<file path="config.mk">
export PLATFORM = sky130hd
export DESIGN_NAME = base64_stream_decoder_core
export DESIGN_NICKNAME = d
export VERILOG_FILES = /design/src/sv/b64d_pkg.sv /design/src/sv/b64d_front.sv /design/src/sv/b64d_cmdq.sv /design/src/sv/b64d_back.sv /design/src/sv/base64_stream_decoder_core.sv
export SDC_FILE = /design/constraint.sdc
export NUM_CORES = 1
export LEC_CHECK = 0
export ABC_AREA = 0
export BUFFER_PORTS_ARGS = -buffer_cell sky130_fd_sc_hd__buf_2
export CORE_MARGIN = 4
export CORE_UTILIZATION = 65
export CTS_CLUSTER_DIAMETER = 150
export DETAILED_ROUTE_END_ITERATION = 8
export GPL_TIMING_DRIVEN = 0
export PLACE_DENSITY = 0.83
export SLEW_MARGIN = 20
export SYNTH_ARGS = -nofsm -noshare
export SYNTH_HDL_FRONTEND = slang
export SYNTH_SLANG_ARGS = --single-unit
export TNS_END_PERCENT = 50
</file>
<file path="constraint.sdc">
create_clock -name clk -period 4.5 [get_ports clk]
set_clock_uncertainty 0.2 [all_clocks]
set_input_delay 1.125 -clock clk [delete_from_list [all_inputs] [get_ports clk]]
set_output_delay 1.125 -clock clk [all_outputs]
set_load 0.05 [all_outputs]
</file>
<file path="src/sv/b64d_pkg.sv">
package b64d_pkg;

	localparam logic [7:0] PAD_CHAR = 8'h3D;
	localparam int unsigned CMDQ_DEPTH = 4;

	// one decoded group handed from the front to the back
	typedef struct packed {
		logic [23:0] word;    // bytes left aligned, oldest in [23:16]
		logic [1:0]  nbytes;  // 1..3 bytes to emit
		logic        last;
		logic        bad;
	} b64d_cmd_t;

	function automatic logic [5:0] sextet_of(input logic [7:0] c);
		logic [5:0] v;
		v = 6'd0;
		if (c >= 8'h41 && c <= 8'h5A) begin
			v = 6'(c - 8'h41);
		end else if (c >= 8'h61 && c <= 8'h7A) begin
			v = 6'(c - 8'h61 + 8'd26);
		end else if (c >= 8'h30 && c <= 8'h39) begin
			v = 6'(c - 8'h30 + 8'd52);
		end else if (c == 8'h2B) begin
			v = 6'd62;
		end else if (c == 8'h2F) begin
			v = 6'd63;
		end
		return v;
	endfunction

endpackage

</file>
<file path="src/sv/b64d_front.sv">
module b64d_front (
	input  logic                clk,
	input  logic                arst_n,
	input  logic [7:0]          char_code,
	input  logic                final_char,
	input  logic                push,
	input  logic                q_full,
	output logic                cmd_wr,
	output b64d_pkg::b64d_cmd_t cmd
);
	import b64d_pkg::*;

	logic [17:0] buf_q;
	logic [1:0]  pos_q;
	logic [1:0]  pad_q;

	logic        accept;
	logic        is_pad;
	logic [5:0]  v;
	logic [23:0] word;
	logic [23:0] aligned;
	logic [2:0]  t;
	logic [2:0]  lim;
	logic [2:0]  cut;
	logic [1:0]  count;

	assign accept = push && !q_full;
	assign is_pad = (char_code == PAD_CHAR);
	assign v      = sextet_of(char_code);
	assign word   = {buf_q, v};

	// trailing pads in the final group, capped at n-2 where n = pos+1
	assign t     = is_pad ? ({1'b0, pad_q} + 3'd1) : 3'd0;
	assign lim   = {1'b0, pos_q} - 3'd1;
	assign cut   = (t < lim) ? t : lim;
	assign count = 2'({1'b0, pos_q} - cut);

	always_comb begin
		case (pos_q)
			2'd3:    aligned = word;
			2'd2:    aligned = {word[17:0], 6'd0};
			2'd1:    aligned = {word[11:0], 12'd0};
			default: aligned = 24'd0;
		endcase
	end

	always_comb begin
		if (!final_char) begin
			cmd.word   = word;
			cmd.nbytes = 2'd3;
			cmd.last   = 1'b0;
			cmd.bad    = 1'b0;
		end else if (pos_q == 2'd0) begin
			// lone tail character
			cmd.word   = 24'd0;
			cmd.nbytes = 2'd1;
			cmd.last   = 1'b1;
			cmd.bad    = 1'b1;
		end else begin
			cmd.word   = aligned;
			cmd.nbytes = count;
			cmd.last   = 1'b1;
			cmd.bad    = 1'b0;
		end
	end

	assign cmd_wr = accept && (final_char || pos_q == 2'd3);

	always_ff @(posedge clk or negedge arst_n) begin
		if (!arst_n) begin
			buf_q <= '0;
			pos_q <= '0;
			pad_q <= '0;
		end else if (accept) begin
			if (cmd_wr) begin
				buf_q <= '0;
				pos_q <= '0;
				pad_q <= '0;
			end else begin
				buf_q <= word[17:0];
				pos_q <= pos_q + 2'd1;
				if (is_pad) begin
					pad_q <= (pad_q == 2'd3) ? 2'd3 : pad_q + 2'd1;
				end else begin
					pad_q <= 2'd0;
				end
			end
		end
	end

endmodule

</file>
<file path="src/sv/b64d_cmdq.sv">
module b64d_cmdq #(
	parameter int unsigned DEPTH = b64d_pkg::CMDQ_DEPTH
) (
	input  logic                clk,
	input  logic                arst_n,
	input  logic                wr,
	input  b64d_pkg::b64d_cmd_t wr_cmd,
	input  logic                rd,
	output b64d_pkg::b64d_cmd_t rd_cmd,
	output logic                full,
	output logic                empty
);
	import b64d_pkg::*;

	localparam int unsigned AW = (DEPTH > 1) ? $clog2(DEPTH) : 1;
	localparam int unsigned CW = $clog2(DEPTH + 1);

	b64d_cmd_t         mem [DEPTH];
	logic [AW-1:0]     wptr_q;
	logic [AW-1:0]     rptr_q;
	logic [CW-1:0]     cnt_q;
	logic              do_wr;
	logic              do_rd;

	assign full   = (cnt_q == CW'(DEPTH));
	assign empty  = (cnt_q == '0);
	assign do_wr  = wr && !full;
	assign do_rd  = rd && !empty;
	assign rd_cmd = mem[rptr_q];

	always_ff @(posedge clk) begin
		if (do_wr) begin
			mem[wptr_q] <= wr_cmd;
		end
	end

	always_ff @(posedge clk or negedge arst_n) begin
		if (!arst_n) begin
			wptr_q <= '0;
			rptr_q <= '0;
			cnt_q  <= '0;
		end else begin
			if (do_wr) begin
				wptr_q <= (wptr_q == AW'(DEPTH - 1)) ? '0 : wptr_q + AW'(1);
			end
			if (do_rd) begin
				rptr_q <= (rptr_q == AW'(DEPTH - 1)) ? '0 : rptr_q + AW'(1);
			end
			if (do_wr && !do_rd) begin
				cnt_q <= cnt_q + CW'(1);
			end else if (do_rd && !do_wr) begin
				cnt_q <= cnt_q - CW'(1);
			end
		end
	end

endmodule

</file>
<file path="src/sv/b64d_back.sv">
module b64d_back (
	input  logic                clk,
	input  logic                arst_n,
	input  b64d_pkg::b64d_cmd_t cmd,
	input  logic                q_empty,
	output logic                q_rd,
	input  logic                pop,
	output logic                empty,
	output logic [7:0]          data_byte,
	output logic                last_byte,
	output logic                bad_tail
);
	import b64d_pkg::*;

	logic       out_valid_q;
	logic [7:0] byte_q;
	logic       last_q;
	logic       bad_q;
	logic [1:0] idx_q;

	logic       load;
	logic       final_of_cmd;
	logic [7:0] sel_byte;

	// output register refills whenever a command is waiting and the register is free or being taken this cycle
	assign load         = !q_empty && (!out_valid_q || pop);
	assign final_of_cmd = (idx_q + 2'd1) == cmd.nbytes;
	assign q_rd         = load && final_of_cmd;

	always_comb begin
		case (idx_q)
			2'd0:    sel_byte = cmd.word[23:16];
			2'd1:    sel_byte = cmd.word[15:8];
			default: sel_byte = cmd.word[7:0];
		endcase
	end

	always_ff @(posedge clk or negedge arst_n) begin
		if (!arst_n) begin
			out_valid_q <= 1'b0;
			idx_q       <= '0;
		end else begin
			if (load) begin
				out_valid_q <= 1'b1;
				idx_q       <= final_of_cmd ? 2'd0 : idx_q + 2'd1;
			end else if (pop) begin
				out_valid_q <= 1'b0;
			end
		end
	end

	always_ff @(posedge clk) begin
		if (load) begin
			byte_q <= sel_byte;
			last_q <= cmd.last && final_of_cmd;
			bad_q  <= cmd.bad;
		end
	end

	assign empty     = !out_valid_q;
	assign data_byte = byte_q;
	assign last_byte = last_q;
	assign bad_tail  = bad_q;

endmodule

</file>
<file path="src/sv/base64_stream_decoder_core.sv">
// Flow: a character that closes a group is written into the command queue, and its first byte
// shows on the outputs once the byte emitter has loaded it into its output register.
// Throughput: one character per cycle in while the queue has room, one byte per cycle
// out while popped; a full group of four characters makes three bytes, so output keeps up.
// A small command queue between the decoder and the byte emitter absorbs bursts.
// Reset (arst_n low) clears group state, queue pointers and the output valid flag.
module base64_stream_decoder_core #(
	parameter int unsigned CMDQ_DEPTH = b64d_pkg::CMDQ_DEPTH
) (
	input  logic       clk,
	input  logic       arst_n,
	input  logic [7:0] char_code,
	input  logic       final_char,
	input  logic       push,
	output logic       full,
	output logic [7:0] data_byte,
	output logic       last_byte,
	output logic       bad_tail,
	output logic       empty,
	input  logic       pop
);
	import b64d_pkg::*;

	b64d_cmd_t wr_cmd;
	b64d_cmd_t rd_cmd;
	logic      cmd_wr;
	logic      q_rd;
	logic      q_empty;

	b64d_front u_front (
		.clk        (clk),
		.arst_n     (arst_n),
		.char_code  (char_code),
		.final_char (final_char),
		.push       (push),
		.q_full     (full),
		.cmd_wr     (cmd_wr),
		.cmd        (wr_cmd)
	);

	b64d_cmdq #(
		.DEPTH (CMDQ_DEPTH)
	) u_cmdq (
		.clk    (clk),
		.arst_n (arst_n),
		.wr     (cmd_wr),
		.wr_cmd (wr_cmd),
		.rd     (q_rd),
		.rd_cmd (rd_cmd),
		.full   (full),
		.empty  (q_empty)
	);

	b64d_back u_back (
		.clk       (clk),
		.arst_n    (arst_n),
		.cmd       (rd_cmd),
		.q_empty   (q_empty),
		.q_rd      (q_rd),
		.pop       (pop),
		.empty     (empty),
		.data_byte (data_byte),
		.last_byte (last_byte),
		.bad_tail  (bad_tail)
	);

endmodule

</file>
==> results of run 1 <==
-- path summary, 6_finish.rpt --
check | slack [ns] | endpoint | cells after the start | from
worst max-delay path | 0.57 | u_cmdq.mem[2][3]$_DFFE_PP_ | 15 | char_code[2]
worst min-delay path | 0.31 | u_cmdq.cnt_q[2]$_DFFE_PN0P_ | 1 | u_cmdq.cnt_q[2]$_DFFE_PN0P_
worst max register to register | 0.91 | u_cmdq.mem[2][3]$_DFFE_PP_ | 12 | u_front.pos_q[0]$_DFFE_PN0P_
worst min register to register | 0.31 | u_cmdq.cnt_q[2]$_DFFE_PN0P_ | 1 | u_cmdq.cnt_q[2]$_DFFE_PN0P_
max in group asynchronous | 3.15 | u_front.buf_q[13]$_DFFE_PN0P_ | 1 | arst_n
min in group asynchronous | 0.46 | u_back.idx_q[1]$_DFFE_PN0P_ | 1 | arst_n
-- kinds of logic (layout without fill, tap and decap cells) --
logic type | after synthesis | in the layout | synth area share, %
AO/OA/AOI/OAI | 111 | 111 | 11.9
XOR/XNOR | 15 | 15 | 1.95
adder cells (fa/ha/maj) | 28 | 28 | 5.02
buffers and inverters | 54 | 110 | 3.14
flip-flops | 154 | 154 | 62.6
multiplexers | 32 | 32 | 9.46
AND/OR/NAND/NOR | 77 | 77 | 5.88
-- cell usage in the layout, fill, tap and decap left out, types with 4 or more instances in the layout --
cell,n
inv_1,28
nand2_1,22
clkbuf_1,13
a22oi_1,16
mux4_2,28
nand3_1,4
clkinvlp_4,4
a22o_1,28
buf_2,25
and2_1,5
nor2_1,9
a21oi_1,9
ha_1,27
nor3_1,6
a21o_1,4
clkbuf_16,16
dfrtp_1,32
and2_2,4
and3_1,7
xnor2_1,8
o21ai_0,26
buf_1,4
xor2_1,6
edfxtp_1,122
a32o_1,4
clkinv_2,4
-- sequential cells by signal, summed over array words and instances, names as in the netlist --
signal,count
u_cmdq.mem,112
u_front.buf_q,18
u_back.data_byte,8
u_cmdq.cnt_q,3
u_back.idx_q,2
u_cmdq.rptr_q,2
u_cmdq.wptr_q,2
u_front.pad_q,2
u_front.pos_q,2
u_back.bad_tail,1
u_back.last_byte,1
u_back.out_valid_q,1
-- per-layer routing --
| layer | vias up | global-route usage [%] | routed length, um |
|---|---|---|---|
| met2 | 257 | 48.1 | 8740 |
| met5 | - | 0 | 0 |
| met1 | 2244 | 35.9 | 6200 |
| met3 | 41 | 6.84 | 1270 |
| met4 | 0 | 7.69 | 323 |
| li1 | 1917 | - | - |
-- worst reg2reg max path: cells and delay by family (launching register included) --
family,cells,cell delay (ns)
fa+ha+maj,3,0.89
flops,1,0.43
xor+xnor,2,0.27
compound gates,5,1.02
buf+inv,2,0.49
-- through the flow --
stage	hold slack (ns)	util [%]	cells	cell area, um2	worst slack [ns]
final	0.315	76.5	663	8040	0.567
after global routing	0.335	76.5	663	8040	0.320
after CTS	0.311	76.5	663	8040	0.636
after detailed placement	0.298	71.3	634	7500	0.212
after global placement	0.277	70.6	630	7420	0.227
after floorplan	0.256	-	471	7130	0.681
-- area by class of cell --
class | instances | area [um2]
Multi-Input combinational cell | 263 | 2450
Inverter | 31 | 116
Tap cell | 136 | 170
Buffer | 23 | 108
Clock inverter | 12 | 128
Fill cell | 605 | 2470
Clock buffer | 17 | 414
Sequential cell | 154 | 4460
Timing Repair Buffer | 27 | 186
-- where the power goes --
part / total [uW] / switching [uW] / internal (uW)
Sequential: 2000 / 144 / 1860
Clock: 1330 / 549 / 776
Combinational: 1690 / 1060 / 634
==> results.sh, run 1 <==
export IMPL_overflow=0
export IMPL_drt_iter0_drc=500
export IMPL_drt_wl_total_um=16500
export IMPL_min_path_type="reg2reg"
export IMPL_leakage_uw=0.00301
export IMPL_clk_pin_slew_ns=0.06
export IMPL_slew_headroom_pct=45.7
export IMPL_grt_max_degree=33
export IMPL_critPathMaxStageDelay_ns=0.47
export IMPL_worst_skew_pair_late_latency_ns=0.53
export IMPL_tightest_slew_ns=0.806
export IMPL_num_io_pins=25
export IMPL_drc=0
export IMPL_synth_commonest_cells="edfxtp_1, dfrtp_1, a22o_1, inv_1, mux4_2"
export IMPL_cts_resized=0
export IMPL_vias=4459
export IMPL_cts_root_buf="clkbuf_8"
export IMPL_track_usage_pct=28.0
export IMPL_crit_chain="buf_2 > ha_1 > and3_1 > nand2_1 > inv_1 > ha_1 > or2_2 > a21oi_1 > a21oi_1 > a21oi_1 > a21oi_1 > ha_1 > xor2_1 > xnor2_1 > o21ai_0"
export IMPL_period_needed_ns=3.93
export IMPL_outcome="completed"
export IMPL_grt_antenna_before_repair=0
export IMPL_drive_gt1_share_pct=22.0
export IMPL_synth_top_cells_by_area="edfxtp_1, dfrtp_1, mux4_2"
export IMPL_cap_violations=0
export IMPL_gp_congestion=0.925
export IMPL_htreeDepth=4
export IMPL_synth_edf_count=122
export IMPL_powerDensity_nw_per_um2=625
export IMPL_post_cts_buffers=0
export IMPL_arrival_ns=3.99
export IMPL_die_area_um2=12700
export IMPL_via_per_inst=6.73
export IMPL_ys_flop_type="edfxtp_1"
export IMPL_p_total_uw=5020
export IMPL_worstSetupStartpointType="input port"
export IMPL_dieWidth_um=113
export IMPL_grt_pass1_wl_um=26500
export IMPL_rows=37
export IMPL_fin_setup_tns_ns=0
export IMPL_firstDrtPassIters=5
export IMPL_syn_area_um2=7130
export IMPL_hold_viol=0
export IMPL_peakVddDrop_mv=0.478
export IMPL_layout_area_overhead_vs_synth_pct=12.7
export IMPL_holdBufCountCts=0
export IMPL_hpwlAfterDp_um=10200
export IMPL_synth_distinct_cells=63
export IMPL_rsz0062_at_grt="no"
export IMPL_grt_pass1_vias=4599
export IMPL_timing_fmax_mhz=254
export IMPL_required_ns=4.56
export IMPL_core_area_um2=10500
export IMPL_finalNetCount=558
export IMPL_die_h_um=113
export IMPL_synth_top_area_share_pct=51.4
export IMPL_ant_nets=0
export IMPL_wl_per_cell_um=24.9
export IMPL_synth_area_leader_cell="edfxtp_1"
export IMPL_cts_tree="yes"
export IMPL_slew_violations=0
export IMPL_clockBufferDepth=2
export IMPL_critPathBufInv=2
export IMPL_port_buffers=23
export IMPL_synth_warnings=0
export IMPL_cp_top_family="compound AO/OA/AOI/OAI gates"
export IMPL_syn_nets=512
export IMPL_synth_async_reset_ratio_pct=20.8
export IMPL_ys_ff_latch=154
export IMPL_min_period_over_period_pct=87.4
export IMPL_slowest_stage="o21ai_0"
export IMPL_numClockSinks=154
export IMPL_cpMostUsedCell="a21oi_1"
export IMPL_synth_seq_area_share_pct=62.6
export IMPL_crit_path_end_kind="flip-flop"
export IMPL_setup_viol=0
export IMPL_diodes=0
export IMPL_cts_inserted_buffers=17
export IMPL_path_class="in2reg"
export IMPL_start_util_pct=67.9
export IMPL_post_synth_top_count_cell="edfxtp_1"
export IMPL_synth_area_per_cell_um2=15.1
export IMPL_syn_inst=471
export IMPL_cp_max_fo=8
No activity file was read; power rests on OpenSTA's default activity.
==> run 2, diff against run 1 <==
--- a/config.mk
+++ b/config.mk
@@ -11,8 +11,8 @@
 export CORE_UTILIZATION = 65
 export CTS_CLUSTER_DIAMETER = 150
 export DETAILED_ROUTE_END_ITERATION = 8
-export GPL_TIMING_DRIVEN = 0
-export PLACE_DENSITY = 0.83
+export GPL_TIMING_DRIVEN = 1
+export PLACE_DENSITY = 0.9
 export SLEW_MARGIN = 20
 export SYNTH_ARGS = -nofsm -noshare
 export SYNTH_HDL_FRONTEND = slang
==> run 2 against run 1 <==
Hold slack lost 0.0084 ns; sequential power is essentially flat; first-iteration DRC count grew 15%; non-clock buffer count shrank 15; register-to-register slack lost 0.08 ns; combinational power shrank 3%; design area shrank 1.0%; via count grew 0.58%; power is essentially flat; sequential share of layout area grew 0.58 points; core utilization shrank 0.77 points.
==> results.sh, run 2 (synthesized netlist as in run 1, its figures left out) <==
export IMPL_clockBufferDepth=2
export IMPL_slowest_stage="o21ai_0"
export IMPL_firstDrtPassIters=5
export IMPL_min_period_over_period_pct=84.2
export IMPL_grt_antenna_before_repair=0
export IMPL_cts_tree="yes"
export IMPL_intPower_uw=3300
export IMPL_p_total_uw=5020
export IMPL_power_frac_comb_pct=32.6
export IMPL_cpMostUsedCell="a21oi_1"
export IMPL_dieWidth_um=113
export IMPL_clkPwrFrac_pct=27.1
export IMPL_critPathMaxStageDelay_ns=0.41
export IMPL_via_per_inst=6.91
export IMPL_setup_viol=0
export IMPL_worstSetupStartpointType="input port"
export IMPL_cts_root_buf="clkbuf_8"
export IMPL_post_route_util_pct=75.7
export IMPL_p_switching_uw=1720
export IMPL_drt_iter0_drc=574
export IMPL_min_path_type="reg2reg"
export IMPL_die_h_um=113
export IMPL_num_io_pins=25
export IMPL_finalNetCount=543
export IMPL_dpl_worst_slack_ns=0.303
export IMPL_drt_wl_total_um=16400
export IMPL_slew_violations=0
export IMPL_switching_share_pct=34.2
export IMPL_diodes=0
export IMPL_grt_pass1_vias=4661
export IMPL_worst_slack_ns=0.710
export IMPL_vias=4485
export IMPL_regMostFlops="u_cmdq.mem"
export IMPL_layout_common_cells="edfxtp_1, dfrtp_1, inv_1, mux4_2, a22o_1"
export IMPL_placed_area_um2=7400
export IMPL_slew_headroom_pct=49.5
export IMPL_rsz0062_at_grt="no"
export IMPL_numClockSinks=154
export IMPL_layout_area_overhead_vs_synth_pct=11.6
export IMPL_period_needed_ns=3.79
export IMPL_start_util_pct=67.9
export IMPL_outcome="completed"
export IMPL_tightest_slew_ns=0.757
export IMPL_required_ns=4.56
export IMPL_track_usage_pct=27.4
export IMPL_hpwlAfterDp_um=9600
export IMPL_wl_per_cell_um=25.3
export IMPL_cp_top_family="compound AO/OA/AOI/OAI gates"
export IMPL_powerDensity_nw_per_um2=631
export IMPL_rows=37
export IMPL_path_class="in2reg"
export IMPL_ant_nets=0
export IMPL_drive_gt1_share_pct=21.2
export IMPL_gp_congestion=0.869
export IMPL_final_common_cell="edfxtp_1"
export IMPL_cts_inserted_buffers=17
export IMPL_fin_setup_tns_ns=0
export IMPL_port_buffers=24
export IMPL_final_area_um2=7960
export IMPL_crit_chain="buf_2 > ha_1 > and3_1 > nand2_1 > inv_1 > ha_1 > or2_2 > a21oi_1 > a21oi_1 > a21oi_1 > a21oi_1 > ha_1 > xor2_1 > xnor2_1 > o21ai_0"
export IMPL_peakVddDrop_mv=0.404
export IMPL_drc=0
export IMPL_cap_violations=0
export IMPL_cts_resized=0
export IMPL_cp_max_fo=8
export IMPL_overflow=0
export IMPL_timing_fmax_mhz=264
export IMPL_hold_viol=0
export IMPL_core_area_um2=10500
export IMPL_largest_register_ffs=112
export IMPL_critPathBufInv=2
export IMPL_leakage_uw=0.00299
export IMPL_die_area_um2=12700
export IMPL_clk_pin_slew_ns=0.06
export IMPL_holdBufCountCts=0
export IMPL_htreeDepth=4
export IMPL_arrival_ns=3.85
export IMPL_grt_pass1_wl_um=26200
export IMPL_crit_path_end_kind="flip-flop"
export IMPL_post_cts_buffers=0
export IMPL_pwr_share_seq_pct=40.3
export IMPL_worst_skew_pair_late_latency_ns=0.53
export IMPL_grt_max_degree=33
run 2: cell types whose count changed in the layout (fill, tap and decap cells not counted), sizes merged:
cell      change
inv           -1
clkbuf        -9
clkinv        -1
clkinvlp      -2
buf           -2
bufinv        +1
run 2: stage by stage:
stage	hold WS (ns)	std cells
floorplan	0.256	471
global placement	0.271	619
detailed placement	0.308	619
global route	0.345	649
finish	0.306	649
CTS	0.312	649
run 2: layout make-up:
type,count,area (um2)
well taps,136,170
clock inverters,9,125
inverters,31,116
flip-flops and latches,154,4470
clock buffers,21,429
fillers,549,2550
repair buffers,35,203
multi-input cells,263,2450
run 2: metal layers:
| layer | up-vias | routed length, um | track usage (%) |
|---|---|---|---|
| li1 | 1889 | - | - |
| met5 | - | 0 | 0 |
| met2 | 283 | 8460 | 46.2 |
| met1 | 2273 | 6260 | 35.8 |
| met4 | 0 | 444 | 10.7 |
| met3 | 40 | 1260 | 4.71 |
run 2: power by group through the flow:
stage	Clock [uW]	Sequential, uW	Combinational, uW
after floorplan	0	2150	1040
after global placement	0	2000	1500
after detailed placement	0	2030	1570
after CTS	1360	2020	1630
after global routing	1440	2040	1750
final	1360	2030	1640
run 2: worst paths after layout:
check                                             startpoint                      endpoint  slack (ns)  cells after the start
worst max-delay path                            char_code[2]    u_cmdq.mem[3][3]$_DFFE_PP_        0.71                     15
worst min-delay path             u_cmdq.cnt_q[2]$_DFFE_PN0P_   u_cmdq.cnt_q[2]$_DFFE_PN0P_        0.31                      1
worst max register to register  u_front.pos_q[0]$_DFFE_PN0P_    u_cmdq.mem[3][3]$_DFFE_PP_        0.83                     12
worst min register to register   u_cmdq.cnt_q[2]$_DFFE_PN0P_   u_cmdq.cnt_q[2]$_DFFE_PN0P_        0.31                      1
max in group asynchronous                             arst_n  u_cmdq.rptr_q[0]$_DFFE_PN0P_        3.12                      1
min in group asynchronous                             arst_n   u_cmdq.cnt_q[0]$_DFFE_PN0P_        0.46                      1
